## config.mk

```make
export PLATFORM = sky130hd
export DESIGN_NAME = sal_cell
export DESIGN_NICKNAME = d
export VERILOG_FILES = /design/src/hdl/sal_pkg.sv /design/src/hdl/sal_cell.sv
export SDC_FILE = /design/constraint.sdc
export NUM_CORES = 1
export LEC_CHECK = 0
export BUFFER_PORTS_ARGS = -buffer_cell sky130_fd_sc_hd__buf_2
export CORE_MARGIN = 3
export CORE_UTILIZATION = 50
export CTS_CLUSTER_SIZE = 28
export DETAILED_ROUTE_END_ITERATION = 8
export PLACE_DENSITY = 0.88
export SLEW_MARGIN = 15
export SYNTH_ARGS = -nofsm -noshare
export SYNTH_HDL_FRONTEND = slang
export SYNTH_SLANG_ARGS = --single-unit
```

## constraint.sdc

```tcl
create_clock -name clk -period 12.5 [get_ports clk]
set_clock_uncertainty 0.2 [all_clocks]
set_input_delay 0.625 -clock clk [delete_from_list [all_inputs] [get_ports clk]]
set_output_delay 0.625 -clock clk [all_outputs]
set_load 0.005 [all_outputs]
```

## src/hdl/sal_pkg.sv

```systemverilog
// shared types, widths and codes for the shift array list unit
// no dependencies
`default_nettype none

package sal_pkg;

    localparam int DEPTH  = 128;
    localparam int DATA_W = 32;
    localparam int IDX_W  = 7;
    localparam int CNT_W  = 8;
    localparam int POS_W  = 8;
    localparam int OP_W   = 3;
    localparam int STAT_W = 3;

    // search is split in groups of eight cells
    localparam int GRP_W  = 3;
    localparam int GRP    = 8;
    localparam int NGRP   = DEPTH / GRP;

    typedef logic [DATA_W-1:0]      data_t;
    typedef logic [IDX_W-1:0]       idx_t;
    typedef logic [CNT_W-1:0]       cnt_t;
    typedef logic [POS_W-1:0]       pos_t;
    typedef logic [GRP_W-1:0]       grp_t;
    typedef logic [IDX_W-GRP_W-1:0] ngrp_t;

    localparam cnt_t DEPTH_CNT = cnt_t'(DEPTH);

    typedef enum logic [OP_W-1:0] {
        OP_INSERT   = 3'd0,
        OP_DEL_HEAD = 3'd1,
        OP_DEL_TAIL = 3'd2,
        OP_DEL_POS  = 3'd3,
        OP_FIND     = 3'd4,
        OP_UPDATE   = 3'd5
    } op_t;

    typedef enum logic [STAT_W-1:0] {
        STAT_OK       = 3'd0,
        STAT_FULL     = 3'd1,
        STAT_EMPTY    = 3'd2,
        STAT_BADPOS   = 3'd3,
        STAT_NOTFOUND = 3'd4
    } status_t;

    // what every cell does with its entry
    typedef enum logic [1:0] {
        CK_HOLD   = 2'd0,
        CK_INSERT = 2'd1,
        CK_DELETE = 2'd2,
        CK_WRITE  = 2'd3
    } cell_kind_t;

    typedef struct packed {
        cell_kind_t kind;
        pos_t       pos;
        cnt_t       count;
    } cell_cmd_t;

endpackage

`default_nettype wire

```

## src/hdl/sal_cell.sv

```systemverilog
// one list cell: holds one entry, shifts with its neighbors, compares with the key
// depends on sal_pkg
`default_nettype none

module sal_cell (
    input  wire logic              clk,
    input  wire sal_pkg::idx_t     idx,
    input  wire sal_pkg::cell_cmd_t cmd,
    input  wire sal_pkg::data_t    key,
    input  wire sal_pkg::data_t    left_data,
    input  wire sal_pkg::data_t    right_data,
    output sal_pkg::data_t         entry,
    output logic                   match
);

    sal_pkg::data_t entry_reg;
    sal_pkg::data_t entry_next;
    sal_pkg::pos_t  idx_pos;

    assign idx_pos = sal_pkg::pos_t'(idx);

    always_comb
    begin
        entry_next = entry_reg;
        case (cmd.kind)
            sal_pkg::CK_INSERT:
            begin
                if (idx_pos == cmd.pos)
                    entry_next = key;
                else if (idx_pos > cmd.pos)
                    entry_next = left_data;
            end
            sal_pkg::CK_DELETE:
            begin
                if (idx_pos >= cmd.pos)
                    entry_next = right_data;
            end
            sal_pkg::CK_WRITE:
            begin
                if (idx_pos == cmd.pos)
                    entry_next = key;
            end
            default:
            begin
                entry_next = entry_reg;
            end
        endcase
    end

    always_ff @(posedge clk)
    begin
        entry_reg <= entry_next;
    end

    assign entry = entry_reg;
    // only cells below the count take part in a search
    assign match = (sal_pkg::cnt_t'(idx) < cmd.count) && (entry_reg == key);

endmodule

`default_nettype wire

```

-- After elaboration in Yosys (flattened, before gate mapping)
Index checks and enable logic that the tools add are counted.
- muxes and demuxes: 5
- reductions and logical operators: 3
- order comparisons: 3
- equality and inequality tests: 8
- operators with widths (cell ; number):
    $mux W32 ; 4
    $pmux W32 S3 ; 1
    $eq A32 B32 Y1 ; 1
    $eq A7 B8 Y1 ; 1
    $ge A7 B8 Y1 ; 1
    $gt A7 B8 Y1 ; 1
    $lt A7 B8 Y1 ; 1
    $eq A2 B2 Y1 const B ; 2
    $ne A2 B2 Y1 const B ; 2
    $reduce_and A4 Y1 ; 1
    $ne A3 B3 Y1 const B ; 1
    $reduce_bool A3 Y1 ; 1
    $eq A2 B1 Y1 const B ; 1
    $logic_and A1 B1 Y1 ; 1
- bits in registers: 32
- input port bits: 122

-- Longest topological paths before layout
- depth after elaboration: 4
- gate-level depth with buffers: 8

-- Worst setup path after synthesis
No wires, ideal clock.
- kind: input to register
- start point: input cmd[9] in the netlist's numbering
- end point: register entry_reg[0], in the netlist entry[0], enable pin
- arrival time: 3.691 ns
- setup slack: 8.139 ns
- stages: 7
- data required time: 11.830 ns
- cell sequence: inv_1 > ha_1 > nor2b_1 > o21ai_0 > nand2b_1 > a21oi_1 > o31ai_1
- word-level cells in the longest chain between the ends: 3
- elaborated cells between the ends (all ways): 7
- those cells by class: order compare (2); eq/ne (4); reduce/logical (1)
- ends and longest elaborated chain (item ; line ; RTL):
    start: declaration ; sal_cell.sv:8 ; input wire sal_pkg::cell_cmd_t cmd,
    $gt A7 B8 Y1 (tied with other cells) ; sal_cell.sv:30 ; else if (idx_pos > cmd.pos)
    $ne A3 B3 Y1 (no line) / $ne A2 B2 Y1 (equally long branches) ; - ;
    $reduce_and A4 Y1 (no line) * ; - ;
    end signal: assignment ; sal_cell.sv:52 ; entry_reg <= entry_next;
    end: declaration ; sal_cell.sv:16 ; sal_pkg::data_t entry_reg;
Mark *: on every way between the ends. The rest lies on a longest branch, timed or not.
A chain may end at the register's enable or synchronous reset.

-- Final worst setup path
- start point: input idx[5]
- end point: register entry_reg[1], in the netlist entry[1], enable pin
- word-level cells in the longest chain between the ends: 3
- elaborated cells between the ends (all ways): 7
- those cells by class: order compare (2); eq/ne (4); reduce/logical (1)
- ends and longest elaborated chain (item ; line ; RTL):
    start: declaration ; sal_cell.sv:7 ; input wire sal_pkg::idx_t idx,
    $gt A7 B8 Y1 (tied with other cells) ; sal_cell.sv:30 ;
    $ne A3 B3 Y1 (no line) / $ne A2 B2 Y1 (equally long branches) ; - ;
    $reduce_and A4 Y1 (no line) * ; - ;
Marked as above.

==> metrics.log <==
INFO  metric status = finished clean
INFO  metric grt_pass1_wl = 11.5 mm
INFO  metric numPlacedInstances = just under 500
INFO  metric syn_avg_cell_area = ~11 um2
INFO  metric die_area = 6840 um2
INFO  metric grt_pass1_vias = approximately 2500
INFO  metric worst_setup_path_end_kind = flop
INFO  metric leakage = 1.83 nW
INFO  metric yosysWarningCount = 0
INFO  metric ctsLongestPathBuffers = 2
INFO  metric grt_residual_overflow = 0
INFO  metric detail_route.iter0.violations = 115
INFO  metric fmax = roughly 330 MHz
INFO  metric period_share = 0.239
INFO  metric dpl-instance-area = between 3000 and 4000 um2
INFO  metric cp_data_arrival_time = roughly 2.7 ns
INFO  metric finalSetupViolations = 0
INFO  metric hpwlAfterDp = between 6 and 7 mm
INFO  metric maxCapViolCount = 0
INFO  metric rows = 27
INFO  metric timing.final.hold_violations = 0
INFO  metric antenna_violations_before_repair = 0
INFO  metric drt-pass1-iter-count = 4
INFO  metric port_buffers = 154
INFO  metric postLayoutCellArea = approximately 3700 um2
INFO  metric largest_reg_flops = 32
INFO  metric design.portCount = approximately 160
INFO  metric pwr-share-seq = 0.450
INFO  metric tightestPinTransition = 1.16 ns
INFO  metric cts-resized-gates = 0
INFO  metric gp_congestion = between 0.9 and 1
INFO  metric combPwrFrac = 0.306
INFO  metric htreeDepth = 2
INFO  metric core_area = 5610 um2
INFO  metric instances_no_fill = slightly below 500
INFO  metric setup.worst_path.class = primary input to flop
INFO  metric unrepaired_setup_endpoints_after_global_routing = no
INFO  metric netlist_area = slightly below 3000 um2
INFO  metric hold_depth = 3
INFO  metric final_period_minus_worst_setup_slack = roughly 3.0 ns
INFO  metric vdd_drop_max = between 0.00005 and 0.00006 V
INFO  metric clk_pin_slew_worst_paths = roughly 0.07 ns
INFO  metric cp.required = between 10 and 15 ns
INFO  metric start_util = 0.525
INFO  metric postSynthRegisterBits = 32
INFO  metric post-route-drc-count = 0
INFO  metric average_via_count_per_standard_cell = between 5 and 6
INFO  metric cts_hold_repair_buffers = 0
INFO  metric p_sw_frac = 0.286
INFO  metric max_slew_margin = 0.225
INFO  metric slew_viol_final = 0
INFO  metric flow.area_growth_from_synthesis = 26.8%
INFO  metric die_y = approximately 83 um
INFO  metric clock-root-buffer = clkbuf_8
INFO  metric post_cts.repair.setup_buffers = 0
INFO  metric final.fill_count = 464
INFO  metric antenna_cells = 0
INFO  metric post_route_cells_drive_above_1_share = 0.465
INFO  metric detail_route.wirelength = approximately 8 mm
INFO  metric start_kind = primary input
INFO  metric die_w = between 80 and 90 um
INFO  metric fin_util = 0.665
INFO  metric dr_total_vias = roughly 2600
INFO  metric post_synth_num_cell_types = 37
INFO  metric wl_per_cell = between 15 and 20 um
INFO  metric min-delay-path-class = primary input to flop
INFO  metric synthesis.instances = around 270
INFO  metric cts_tree = done
INFO  metric clock_power_share = 0.244
INFO  metric syn-num-nets = between 400 and 500
INFO  metric number_of_clock_sinks = 32
INFO  metric switchingPower = just under 0.09 mW
INFO  metric power = just over 0.3 mW
INFO  metric ys_seq_area_frac = 0.327
INFO  metric p_per_area = slightly above 80 nW/um2
INFO  metric timing.critical_path.fanout_max = 33
INFO  metric totalNegativeSetupSlack = 0 ns
INFO  metric cts_made_buffers = 5
INFO  metric internal_power = 0.217 mW
INFO  metric final_antenna_net_count = 0
INFO  metric maximum_number_of_pins_on_one_net_before_global_route_repair = 70
INFO  metric track_usage = 0.227
INFO  metric finalNetCount = 553
-- cell usage after synthesis (all sizes together) --
cell type,n,share of area
buf,8,0.033
a21oi,35,0.060
o31ai,1,0.0026
nand4b,1,0.0081
mux2i,31,0.11
xnor2,18,0.054
nor2b,1,0.0021
xor2,12,0.036
nor2,35,0.050
dlymetal6s2s,1,0.0043
inv,17,0.022
o22ai,2,0.0043
edfxtp,32,0.33
nand4,7,0.017
a21boi,1,0.0026
a311oi,1,0.0030
o211ai,1,0.0026
nor3,3,0.0051
mux2,31,0.15
a211oi,2,0.0051
nand2,1,0.0013
o21ai,2,0.0034
nand2b,1,0.0021
a21o,1,0.0026
o2bb2ai,1,0.0030
and3,1,0.0021
ha,13,0.055
a222oi,1,0.0034
nor4,4,0.0085
clkbuf,6,0.021
-- worst paths after layout --
| path | end | from | slack, ns |
|---|---|---|---|
| worst min-delay path | entry[31]$_DFFE_PP_ | right_data[31] | 0.52 |
| worst max-delay path | entry[1]$_DFFE_PP_ | idx[5] | 9.51 |
-- layout make-up --
cell class | instances | area [um2] | share of cell area
multi-input cells | 207 | 1760 | 0.471
clock buffers | 7 | 76.3 | 0.0205
flip-flops and latches | 32 | 961 | 0.258
clock inverters | 1 | 3.75 | 0.00101
well taps | 72 | 90.1 | 0.0241
inverters | 17 | 63.8 | 0.0171
repair buffers | 155 | 778 | 0.209
-- power groups by stage --
| stage | Combinational, mW | Sequential (mW) | Clock [mW] |
|---|---|---|---|
| floorplan | 0.0503 | 0.139 | 0 |
| global placement | 0.0890 | 0.138 | 0 |
| detailed placement | 0.0927 | 0.139 | 0 |
| CTS | 0.0931 | 0.137 | 0.0751 |
| global route | 0.102 | 0.138 | 0.0812 |
| finish | 0.0929 | 0.137 | 0.0742 |
-- cells by family after synthesis --
family | synth area share
compound gates | 0.0919
xor+xnor | 0.0893
fa+ha+maj | 0.0553
buf+inv | 0.0804
flops | 0.327
mux | 0.260
simple gates | 0.0966
-- critical path: stages --
cell	delay [ns]
buf_2	0.12
ha_1	0.33
nand4b_4	0.19
nor2_8	0.66
o22ai_1	0.27
o31ai_4	0.11
buf_4	0.41
-- metal layers --
layer / vias up / global-route usage / routed length, um / share of wire
met4: 0 / 0.0670 / 138 / 0.017
met1: 1213 / 0.276 / 3180 / 0.40
li1: 1279 / - / - / -
met3: 14 / 0.0390 / 589 / 0.073
met5: - / 0 / 0 / 0
met2: 121 / 0.407 / 4110 / 0.51
-- through the flow --
step | hold slack, ns | setup WS [ns]
finish | 0.523 | 9.51
global route | 0.524 | 9.35
CTS | 0.517 | 9.50
detailed placement | 0.806 | 9.21
global placement | 0.802 | 9.30
floorplan | 0.703 | 8.14
-- layout by cell type (no fill, tap or decap), drive strengths merged --
cell     netlist  layout
mux2i         31      31
ha            13      13
nand2b         1       1
buf            8     155
a21oi         35      35
o211ai         1       1
a211oi         2       2
nor4           4       4
edfxtp        32      32
a311oi         1       1
clkinv         0       1
nor2b          1       1
nor3           3       3
clkbuf         6       7
o31ai          1       1
o2bb2ai        1       1
a21o           1       1
a222oi         1       1
xor2          12      12
o21ai          2       2
nand4          7       7
nand2          1       1
a21boi         1       1
nor2          35      35
mux2          31      31
nand4b         1       1
inv           17      17
o22ai          2       2
and3           1       1
xnor2         18      18
No activity file was read; power rests on OpenSTA's default activity.
