==> config.mk <==
export PLATFORM = sky130hd
export DESIGN_NAME = sal_search
export DESIGN_NICKNAME = d
export VERILOG_FILES = /design/src/hdl/sal_pkg.sv /design/src/hdl/sal_search.sv
export SDC_FILE = /design/constraint.sdc
export NUM_CORES = 1
export LEC_CHECK = 0
export BUFFER_PORTS_ARGS = -buffer_cell sky130_fd_sc_hd__buf_2
export CORE_AREA = 2 2 78 110
export CTS_BUF_LIST = sky130_fd_sc_hd__clkbuf_16
export CTS_CLUSTER_DIAMETER = 100
export DETAILED_ROUTE_END_ITERATION = 10
export DIE_AREA = 0 0 80 112
export GPL_TIMING_DRIVEN = 1
export PLACE_DENSITY_LB_ADDON = 0.3
export SETUP_SLACK_MARGIN = 0.15
export SKIP_LAST_GASP = 1
export SYNTH_ARGS = -nofsm -noshare
export SYNTH_HDL_FRONTEND = slang
export SYNTH_SLANG_ARGS = --single-unit
==> constraint.sdc <==
create_clock -name clk -period 4.3 [get_ports clk]
set_input_delay 0 -clock clk [delete_from_list [all_inputs] [get_ports clk]]
set_output_delay 0 -clock clk [all_outputs]
set_load 0.05 [all_outputs]
==> src/hdl/sal_pkg.sv <==
// shared types, widths and codes for the shift array list unit
// no dependencies
`default_nettype none

package sal_pkg;

    localparam int DEPTH  = 128;
    localparam int DATA_W = 32;
    localparam int IDX_W  = 7;
    localparam int CNT_W  = 8;
    localparam int POS_W  = 8;
    localparam int OP_W   = 3;
    localparam int STAT_W = 3;

    // search is split in groups of eight cells
    localparam int GRP_W  = 3;
    localparam int GRP    = 8;
    localparam int NGRP   = DEPTH / GRP;

    typedef logic [DATA_W-1:0]      data_t;
    typedef logic [IDX_W-1:0]       idx_t;
    typedef logic [CNT_W-1:0]       cnt_t;
    typedef logic [POS_W-1:0]       pos_t;
    typedef logic [GRP_W-1:0]       grp_t;
    typedef logic [IDX_W-GRP_W-1:0] ngrp_t;

    localparam cnt_t DEPTH_CNT = cnt_t'(DEPTH);

    typedef enum logic [OP_W-1:0] {
        OP_INSERT   = 3'd0,
        OP_DEL_HEAD = 3'd1,
        OP_DEL_TAIL = 3'd2,
        OP_DEL_POS  = 3'd3,
        OP_FIND     = 3'd4,
        OP_UPDATE   = 3'd5
    } op_t;

    typedef enum logic [STAT_W-1:0] {
        STAT_OK       = 3'd0,
        STAT_FULL     = 3'd1,
        STAT_EMPTY    = 3'd2,
        STAT_BADPOS   = 3'd3,
        STAT_NOTFOUND = 3'd4
    } status_t;

    // what every cell does with its entry
    typedef enum logic [1:0] {
        CK_HOLD   = 2'd0,
        CK_INSERT = 2'd1,
        CK_DELETE = 2'd2,
        CK_WRITE  = 2'd3
    } cell_kind_t;

    typedef struct packed {
        cell_kind_t kind;
        pos_t       pos;
        cnt_t       count;
    } cell_cmd_t;

endpackage

`default_nettype wire

==> src/hdl/sal_search.sv <==
// first-match search over the cell match flags: registered per-group encoders, then group select
// depends on sal_pkg
`default_nettype none

module sal_search (
    input  wire logic                     clk,
    input  wire logic [sal_pkg::DEPTH-1:0] match,
    output logic                          hit,
    output sal_pkg::idx_t                 index
);

    logic          grp_hit_reg  [sal_pkg::NGRP];
    sal_pkg::grp_t grp_idx_reg  [sal_pkg::NGRP];
    logic          grp_hit_next [sal_pkg::NGRP];
    sal_pkg::grp_t grp_idx_next [sal_pkg::NGRP];
    sal_pkg::ngrp_t grp_sel;

    // lowest set flag inside each group of eight
    always_comb
    begin
        for (int g = 0; g < sal_pkg::NGRP; g++)
        begin
            grp_hit_next[g] = 1'b0;
            grp_idx_next[g] = '0;
            for (int b = sal_pkg::GRP - 1; b >= 0; b--)
            begin
                if (match[g*sal_pkg::GRP + b])
                begin
                    grp_hit_next[g] = 1'b1;
                    grp_idx_next[g] = sal_pkg::grp_t'(b);
                end
            end
        end
    end

    always_ff @(posedge clk)
    begin
        for (int g = 0; g < sal_pkg::NGRP; g++)
        begin
            grp_hit_reg[g] <= grp_hit_next[g];
            grp_idx_reg[g] <= grp_idx_next[g];
        end
    end

    // lowest group with a hit
    always_comb
    begin
        hit     = 1'b0;
        grp_sel = '0;
        for (int g = sal_pkg::NGRP - 1; g >= 0; g--)
        begin
            if (grp_hit_reg[g])
            begin
                hit     = 1'b1;
                grp_sel = sal_pkg::ngrp_t'(g);
            end
        end
    end

    assign index = {grp_sel, grp_idx_reg[grp_sel]};

endmodule

`default_nettype wire

# Yosys cells after proc, flatten, opt, wreduce, memory -nomap -nowiden
# Memory sizes are Yosys's and may differ from the RTL's.
# Cells that the tools add are included.
[totals]
ff_bits = 0
output_inout_bits = 8
ram_bits = 64
n_memories = 2
[memory_table]
columns = ["name", "words", "word_bits", "read_ports", "rd_ports_with_merged_regs", "write_ports", "line", "rtl"]
rows = [
  ["grp_idx_reg", 16, 3, 1, 0, 16, "sal_search.sv:13", "sal_pkg::grp_t grp_idx_reg [sal_pkg::NGRP];"],
  ["grp_hit_reg", 16, 1, 16, 0, 16, "sal_search.sv:12", "logic grp_hit_reg [sal_pkg::NGRP];"],
]
[op_classes]
n_mux = 288
[op_table]
columns = ["cell", "n"]
rows = [
  ["$mux W3", 128],
  ["$mux W1", 144],
  ["$mux W4", 16],
]

# Depth between registers and ports, before layout
# Gate-level depths: netlist (run 1).
# An unclocked memory read counts as a cell.
[depth]
ltp_word = 17
mapped_depth = 8
mapped_depth_nobuf = 8

# Least setup slack after synthesis (run 1)
# Ideal clock, no wire load.
[synth_path]
kind = "register to output"
from = "mem grp_hit_reg[8][0] (netlist: grp_hit_reg[1][0])"
to = "out index[1]"
path_slack_ns = 1.411
t_required_ns = 4.300
arrival_ns = 2.889
path_stages_with_launch = 9
path_cell_list = "dfxtp_1 -> nor3b_2 -> o31ai_4 -> a31oi_2 -> nor2_2 -> clkinv_1 -> mux2i_1 -> a211o_1 -> nor4b_2"
[synth_lines]
columns = ["element", "line", "rtl"]
rows = [
  ["from (decl)", "sal_search.sv:12", ""],
  ["to (decl)", "sal_search.sv:9", "output sal_pkg::idx_t index"],
]

==> results of run 1 <==
## where the power goes
part	internal, mW	switching [mW]	leakage, nW
Combinational	0.137	0.103	1.78
Clock	0.496	0.233	0.152
Sequential	0.618	0.00717	0.527
Total	1.25	0.343	2.46
## cells by family (layout without fill, tap and decap cells)
group	after synthesis	in the layout	synth area share (%)
buf+inv	24	291	3.10
flops	64	64	40.7
mux	18	18	6.21
simple gates	253	253	39.8
compound gates	46	46	10.2
## critical path: stages, from the launching register on
cell      delay [ns]
dfxtp_1         0.43
nor3b_2         0.10
o31ai_4         0.28
a31oi_2         0.15
nor2_2          0.51
clkinv_1        0.39
mux2i_1         0.21
a211o_1         0.24
nor4b_2         0.27
buf_2           0.31
## cell type report
type / count / share of cell area, %
clock inverter: 6 / 1.41
tap: 102 / 2.36
timing repair buffer: 253 / 34.2
clock buffer: 9 / 4.16
sequential: 64 / 23.7
inverter: 23 / 1.59
multi-input combinational: 317 / 32.6
## per-stage QoR
step | cell area [um^2] | utilization (%) | power [mW] | cells | hold WS, ns
after floorplan | 3140 | - | 0.704 | 405 | 0.0724
after global placement | 3940 | 49.2 | 0.800 | 642 | 0.194
after detailed placement | 3940 | 49.2 | 0.807 | 642 | 0.193
after CTS | 5410 | 67.7 | 1.60 | 774 | 0.00181
after global routing | 5410 | 67.7 | 1.66 | 774 | 0.00504
final | 5410 | 67.7 | 1.59 | 774 | 0.00110
## layer usage
metal	track usage, %	vias to the layer above	wire length (um)
met3	4.29	13	401
met4	6.21	0	142
met1	20.8	1765	3540
met2	45.8	102	5560
met5	0	-	0
li1	-	1963	-
## final timing paths
| check | startpoint | endpoint | slack, ns | cells after the start |
|---|---|---|---|---|
| setup / recovery | grp_hit_reg[1][0] | index[1] | 1.08 | 9 |
| hold / removal | match[98] | grp_idx_reg[12][0] | 0.001 | 4 |
## layout by cell type, fill, tap and decap left out, types with 2 or more instances in the layout
cell	netlist	routed
buf_2	0	136
dlygate4sd3_1	0	117
nor2_1	108	108
dfxtp_1	64	64
nor3_1	48	48
nor4_1	35	35
inv_1	22	23
nand2_1	22	22
a21oi_1	20	20
nor2b_1	20	20
mux2_2	11	11
clkbuf_16	0	9
mux2i_1	6	6
o211ai_1	4	4
nor4_2	3	3
clkinv_1	1	3
nand2b_1	3	3
o21ai_0	3	3
o2bb2ai_1	3	3
or2_1	2	2
o31ai_1	2	2
o21ai_1	2	2
or3_1	2	2
nor4b_2	2	2
or4_1	2	2
o22ai_1	2	2
a221o_1	2	2
bufinv_16	0	2
==> flow_metrics.tcl, run 1 <==
set metrics [dict create \
    outcome "complete, no violations" \
    wire_per_inst_um 12.5 \
    worst_ep_required_time_ns 4.30 \
    p_leak_nw 2.46 \
    drcViolationCount 0 \
    largest_reg_flops 48 \
    syn_avg_cell_area_um2 7.76 \
    drt_wl_total_mm 9.65 \
    netlist_area_um2 3140 \
    vias 3843 \
    grt_pass1_wl_mm 15.9 \
    slew_headroom_pct 58.3 \
    grt_antenna_before_repair 0 \
    cts_sinks 64 \
    start_util_pct 39.3 \
    via_per_inst 4.97 \
    multi_input_area_um2 1770 \
    ys_seq_elements 64 \
    synth.most_common_cell "nor2_1" \
    cts_buffers 9 \
    grt_usage_pct 22.2 \
    dp_worst_setup_slack_ns 1.46 \
    final_layout_size_suffix_gt1_share_pct 25.6 \
    cts_setup_buffers 0 \
    synth-edff-count 0 \
    register_area_um2 1280 \
    nets 797 \
    hold_class "input pin to flip-flop" \
    yosys_warnings 0 \
    maxSlewViolCount 0 \
    synth_top_cell_area_share_pct 40.7 \
    yosysSeqAreaShare_pct 40.7 \
    dp_hpwl_mm 6.70 \
    async_reset_ff_share_pct 0 \
    setup.worst_path.end_class "output pin" \
    die_x_um 80 \
    final-hold-violation-count 0 \
    fin_ws_ns 1.08 \
    yosys.area.top_type "dfxtp_1" \
    design.core.area_um2 8000 \
    fmax_ghz 0.310 \
    dieArea_um2 8960 \
    ioPinCount 137 \
    ant_nets 0 \
    grt_max_degree 12 \
    irDropWorstVdd_uv 183 \
    synthFlopType "dfxtp_1" \
    htree_levels 3 \
    path_clk_slew_ns 0.05 \
    period_needed_ns 3.22 \
    grt_overflow 0 \
    antenna_cells 0 \
    drt_iter0_markers 163 \
    synth_common_cells "108 x nor2_1, 64 x dfxtp_1, 48 x nor3_1" \
    syn_to_final_growth_pct 72.2 \
    first_pass_iters 4 \
    synth.net_count 534 \
    drv_cap 0 \
    syn_inst 405 \
    cts_buffer_depth 2 \
    critPathArrivalTime_ns 3.22 \
    rsz0062_at_grt "false" \
    first_global_vias 3918 \
    path_class "flip-flop to output pin" \
    place_congestion 0.896 \
    cp-start-kind "flip-flop" \
    synth_cell_type_count 40 \
    synth_area_leaders "dfxtp_1 41%, nor2_1 13%, nor3_1 7.6%" \
    cp_max_fo 11 \
    num_rows 39 \
    fin_setup_tns_ns 0 \
    numPortBuffers 136 \
    hold_buffers 117 \
    cts_resized 0 \
    worst_slew_pin_slew_ns 0.620 \
    fin_crit_sh_pct 74.9 \
    setup_viol 0 \
    die_y_um 112 \
    cts_tree "yes" \
    fillers 656 \
    cts_root_buffer "clkbuf_16" \
    powerDensity_nw_per_um2 294 \
]
Power figures use the tool's default switching activity.
==> run 2, diff against run 1 <==
- clock period: 4.3 -> 2.9 ns (I/O delays scaled with it)
==> run 2 against run 1 <==
Against the previous run: hold slack better by 0.0066 ns; critical path depth stayed put; power is 38% higher; utilization is 0.80 points higher; design area is 1.2% higher; sequential power is 49% higher; die area stayed put; combinational power is 51% higher; largest power group is now sequential cells; non-clock buffer count is 6 higher.
==> flow_metrics.tcl, run 2 (synthesized netlist as in run 1, its figures left out) <==
set metrics [dict create \
    design.core.area_um2 8000 \
    vias 3849 \
    first_pass_iters 5 \
    drt_iter0_markers 132 \
    cts_buffer_depth 2 \
    path_class "flip-flop to output pin" \
    place_area_um2 3980 \
    grt_max_degree 11 \
    pwr-share-comb_pct 16.5 \
    wire_per_inst_um 12.2 \
    p_switching_mw 0.506 \
    finalPower_mw 2.19 \
    cts_setup_buffers 0 \
    maxSlewViolCount 0 \
    numPortBuffers 136 \
    cts_sinks 64 \
    start_util_pct 39.3 \
    period_needed_ns 2.56 \
    drcViolationCount 0 \
    place_congestion 0.855 \
    p_seq_share_pct 42.4 \
    syn_to_final_growth_pct 74.2 \
    grt_pass1_wl_mm 15.6 \
    ant_nets 0 \
    dp_hpwl_mm 6.61 \
    path_clk_slew_ns 0.05 \
    clkPwrFrac_pct 41.1 \
    first_global_vias 3792 \
    layout_common_cells "135 x buf_2, 122 x dlygate4sd3_1, 108 x nor2_1, 63 x dfxtp_1, 48 x nor3_1" \
    outcome "complete, no violations" \
    grt_usage_pct 21.9 \
    final_layout_size_suffix_gt1_share_pct 26.4 \
    drv_cap 0 \
    sw_frac_of_total_pct 23.1 \
    fmax_ghz 0.391 \
    rsz0062_at_grt "false" \
    fin_crit_sh_pct 88.2 \
    htree_levels 3 \
    setup_viol 0 \
    cts_buffers 9 \
    via_per_inst 4.93 \
    worst_slew_pin_slew_ns 0.670 \
    fin_setup_tns_ns 0 \
    grt_antenna_before_repair 0 \
    hold_class "input pin to flip-flop" \
    fin_area_um2 5480 \
    ioPinCount 137 \
    setup.worst_path.end_class "output pin" \
    slew_headroom_pct 54.9 \
    num_rows 39 \
    grt_overflow 0 \
    powerDensity_nw_per_um2 400 \
    cts_root_buffer "clkbuf_16" \
    cp_max_fo 7 \
    final-hold-violation-count 0 \
    largest_reg_flops 48 \
    critPathArrivalTime_ns 2.56 \
    cp-start-kind "flip-flop" \
    die_y_um 112 \
    p_leak_nw 2.49 \
    nets 803 \
    layout_commonest_cell "buf_2" \
    internal_power_mw 1.69 \
    worst_ep_required_time_ns 2.90 \
    antenna_cells 0 \
    cts_tree "yes" \
    irDropWorstVdd_uv 336 \
    drt_wl_total_mm 9.53 \
    dieArea_um2 8960 \
    die_x_um 80 \
]
-- run 2: layout make-up --
cell class | instances | area, um^2
fillers | 628 | 2520
repair buffers | 259 | 1920
multi-input cells | 317 | 1810
flip-flops and latches | 64 | 1280
clock buffers | 9 | 225
well taps | 102 | 128
inverters | 23 | 86.3
clock inverters | 6 | 30.0
-- run 2: stage by stage --
stage | hold WS, ns | cells | worst slack (ns) | utilization (%)
floorplan | 0.0724 | 405 | 0.299 | -
global placement | 0.193 | 643 | 0.646 | 49.7
detailed placement | 0.194 | 643 | 0.568 | 49.7
CTS | 0.000152 | 780 | 0.214 | 68.1
global route | 0.0186 | 780 | 0.146 | 68.4
finish | 0.00773 | 780 | 0.342 | 68.4
-- run 2: power by group through the flow --
stage	clock network, mW	logic (mW)	registers, mW
2_1_floorplan	0	0.107	0.939
3_3_place_gp	0	0.242	0.947
3_5_place_dp	0	0.251	0.947
4_1_cts	0.912	0.353	0.929
5_1_grt	0.958	0.401	0.930
6_report	0.902	0.362	0.929
-- run 2: path summary, 6_finish.rpt --
kind	startpoint	endpoint	slack, ns	depth (start not counted)
max	grp_hit_reg[1][4]	index[2]	0.34	9
min	match[114]	grp_idx_reg[14][2]	0.008	3
-- run 2: routing by layer --
layer	vias to the layer above	track usage (%)	part of all wire, %
li1	1982	-	-
met1	1742	21.2	37
met2	112	43.8	56
met3	13	4.78	5.2
met4	0	7.01	1.6
met5	-	0	0
-- run 2: what timing repair did --
item / 4_1_cts / 5_1_grt
resized for setup: 0 / 8
setup endpoints to repair: 0 / 3
hold endpoints to repair: 64 / 0
hold buffers: 122 / 0
-- run 2: critical path, stage by stage, from the launching register on --
cell and delay (ns):
dfxtp_1 0.37, nor4_2 0.29, o21ai_1 0.18, a31oi_2 0.27, nor2_2 0.06, inv_2 0.14
a221o_1 0.20, o211ai_1 0.14, nor4_4 0.27, buf_2 0.31
==> run 3, diff against run 2 <==
- MAX_ROUTING_LAYER: not set -> met4
==> run 3 against run 2 <==
Against the previous run: combinational power about the same; first-iteration DRC count increased by 9.8%; clock power is essentially flat; sequential share of layout area unchanged; clock-buffer cell count stayed put; hold slack worse by 0.0012 ns; critical path type unchanged; largest power group unchanged.
==> flow_metrics.tcl, run 3 (synthesized netlist as in run 1, its figures left out) <==
set metrics [dict create \
    die_x_um 80 \
    fin_area_um2 5480 \
    wl_met3_um 480 \
    setup_viol 0 \
    drt_wl_total_mm 9.54 \
    first_pass_iters 4 \
    top_layer_used "met4" \
    place_congestion 0.869 \
    final_layout_size_suffix_gt1_share_pct 26.4 \
    syn_to_final_growth_pct 74.2 \
    grt_antenna_before_repair 0 \
    first_global_vias 3810 \
    cts_sinks 64 \
    num_rows 39 \
    cts_buffers 9 \
    critPathArrivalTime_ns 2.56 \
    final-hold-violation-count 0 \
    drcViolationCount 0 \
    crit_start "grp_hit_reg[1][4]" \
    via_per_inst 4.94 \
    fin_setup_tns_ns 0 \
    cts_tree "yes" \
    setup.worst_path.end_class "output pin" \
    design.core.area_um2 8000 \
    start_util_pct 39.3 \
    powerDensity_nw_per_um2 400 \
    dp.cells 643 \
    cts_setup_buffers 0 \
    path_class "flip-flop to output pin" \
    critPathCapture "index[2]" \
    dp_hpwl_mm 6.61 \
    htree_levels 3 \
    met2_length_mm 5.27 \
    cts_root_buffer "clkbuf_16" \
    fin_crit_sh_pct 88.3 \
    fmax_ghz 0.391 \
    ioPinCount 137 \
    die_y_um 112 \
    grt_usage_pct 22.3 \
    nets 803 \
    holdPathStages 3 \
    layout_common_cells "135 x buf_2, 122 x dlygate4sd3_1, 108 x nor2_1, 63 x dfxtp_1, 48 x nor3_1" \
    path_clk_slew_ns 0.05 \
    grt_max_degree 11 \
    place_area_um2 3980 \
    worst_slew_pin_slew_ns 0.654 \
    period_needed_ns 2.56 \
    cts_buffer_depth 2 \
    instances_no_fill 780 \
    slew_headroom_pct 56.0 \
    grt_overflow 0 \
    wire_per_inst_um 12.2 \
    hold_class "input pin to flip-flop" \
    vias 3852 \
    ant_nets 0 \
    maxSlewViolCount 0 \
    outcome "complete, no violations" \
    cp-start-kind "flip-flop" \
    antenna_cells 0 \
    rsz0062_at_grt "false" \
    numPortBuffers 136 \
    largest_reg_flops 48 \
    drt_iter0_markers 145 \
    cp_max_fo 7 \
    met1_length_mm 3.58 \
    dieArea_um2 8960 \
    worst_ep_required_time_ns 2.90 \
    layout_commonest_cell "buf_2" \
    grt_pass1_wl_mm 15.4 \
    drv_cap 0 \
    irDropWorstVdd_uv 338 \
    p_leak_nw 2.49 \
]
## run 3: cell counts in the layout (fill, tap and decap cells not counted)
Identical to the previous run, type by type.
## run 3: worst min-delay path by stage
stage / startpoint / to / slack [ns]
2_1_floorplan: match[0] / grp_idx_reg[0][0] / 0.07
3_3_place_gp: match[104] / grp_idx_reg[13][0] / 0.19
3_5_place_dp: match[104] / grp_idx_reg[13][0] / 0.19
4_1_cts: match[19] / grp_idx_reg[2][2] / 0.0002
5_1_grt: match[122] / grp_idx_reg[15][2] / 0.02
6_report: match[114] / grp_idx_reg[14][2] / 0.007
## run 3: layout make-up
cell class | count | area (um^2)
Sequential cell | 64 | 1280
Clock buffer | 9 | 225
Fill cell | 628 | 2520
Tap cell | 102 | 128
Timing Repair Buffer | 259 | 1920
Multi-Input combinational cell | 317 | 1810
Inverter | 23 | 86.3
Clock inverter | 6 | 30.0
## run 3: routing by layer
metal	vias to the layer above	track usage, %
met5	-	-
met4	0	8.25
met3	20	4.54
met2	111	43.2
met1	1743	20.8
li1	1978	-
## run 3: through the flow
step / power (mW) / hold WS, ns / util (%) / worst slack, ns
after floorplan: 1.05 / 0.0724 / - / 0.299
after global placement: 1.19 / 0.193 / 49.7 / 0.646
final: 2.19 / 0.00654 / 68.4 / 0.340
after global routing: 2.29 / 0.0186 / 68.4 / 0.146
after detailed placement: 1.20 / 0.194 / 49.7 / 0.568
after CTS: 2.20 / 0.000152 / 68.1 / 0.214
## run 3: report_power, final
part           switching [mW]  internal [mW]  leakage [nW]
sequential             0.0129          0.917         0.526
combinational           0.151          0.211          1.83
clock                   0.343          0.559         0.133
total                   0.507           1.69          2.49
## run 3: critical path, cell delays in order, from the launching register on
cell and delay (ns):
dfxtp_1 0.37, nor4_2 0.29, o21ai_1 0.18, a31oi_2 0.27, nor2_2 0.06, inv_2 0.14
a221o_1 0.20, o211ai_1 0.14, nor4_4 0.27, buf_2 0.31
## run 3: timing repair
action | CTS | global route
endpoints found under the hold margin | 64 | 0
gates resized for setup | 0 | 8
setup endpoints to repair | 0 | 3
hold buffers | 122 | 0
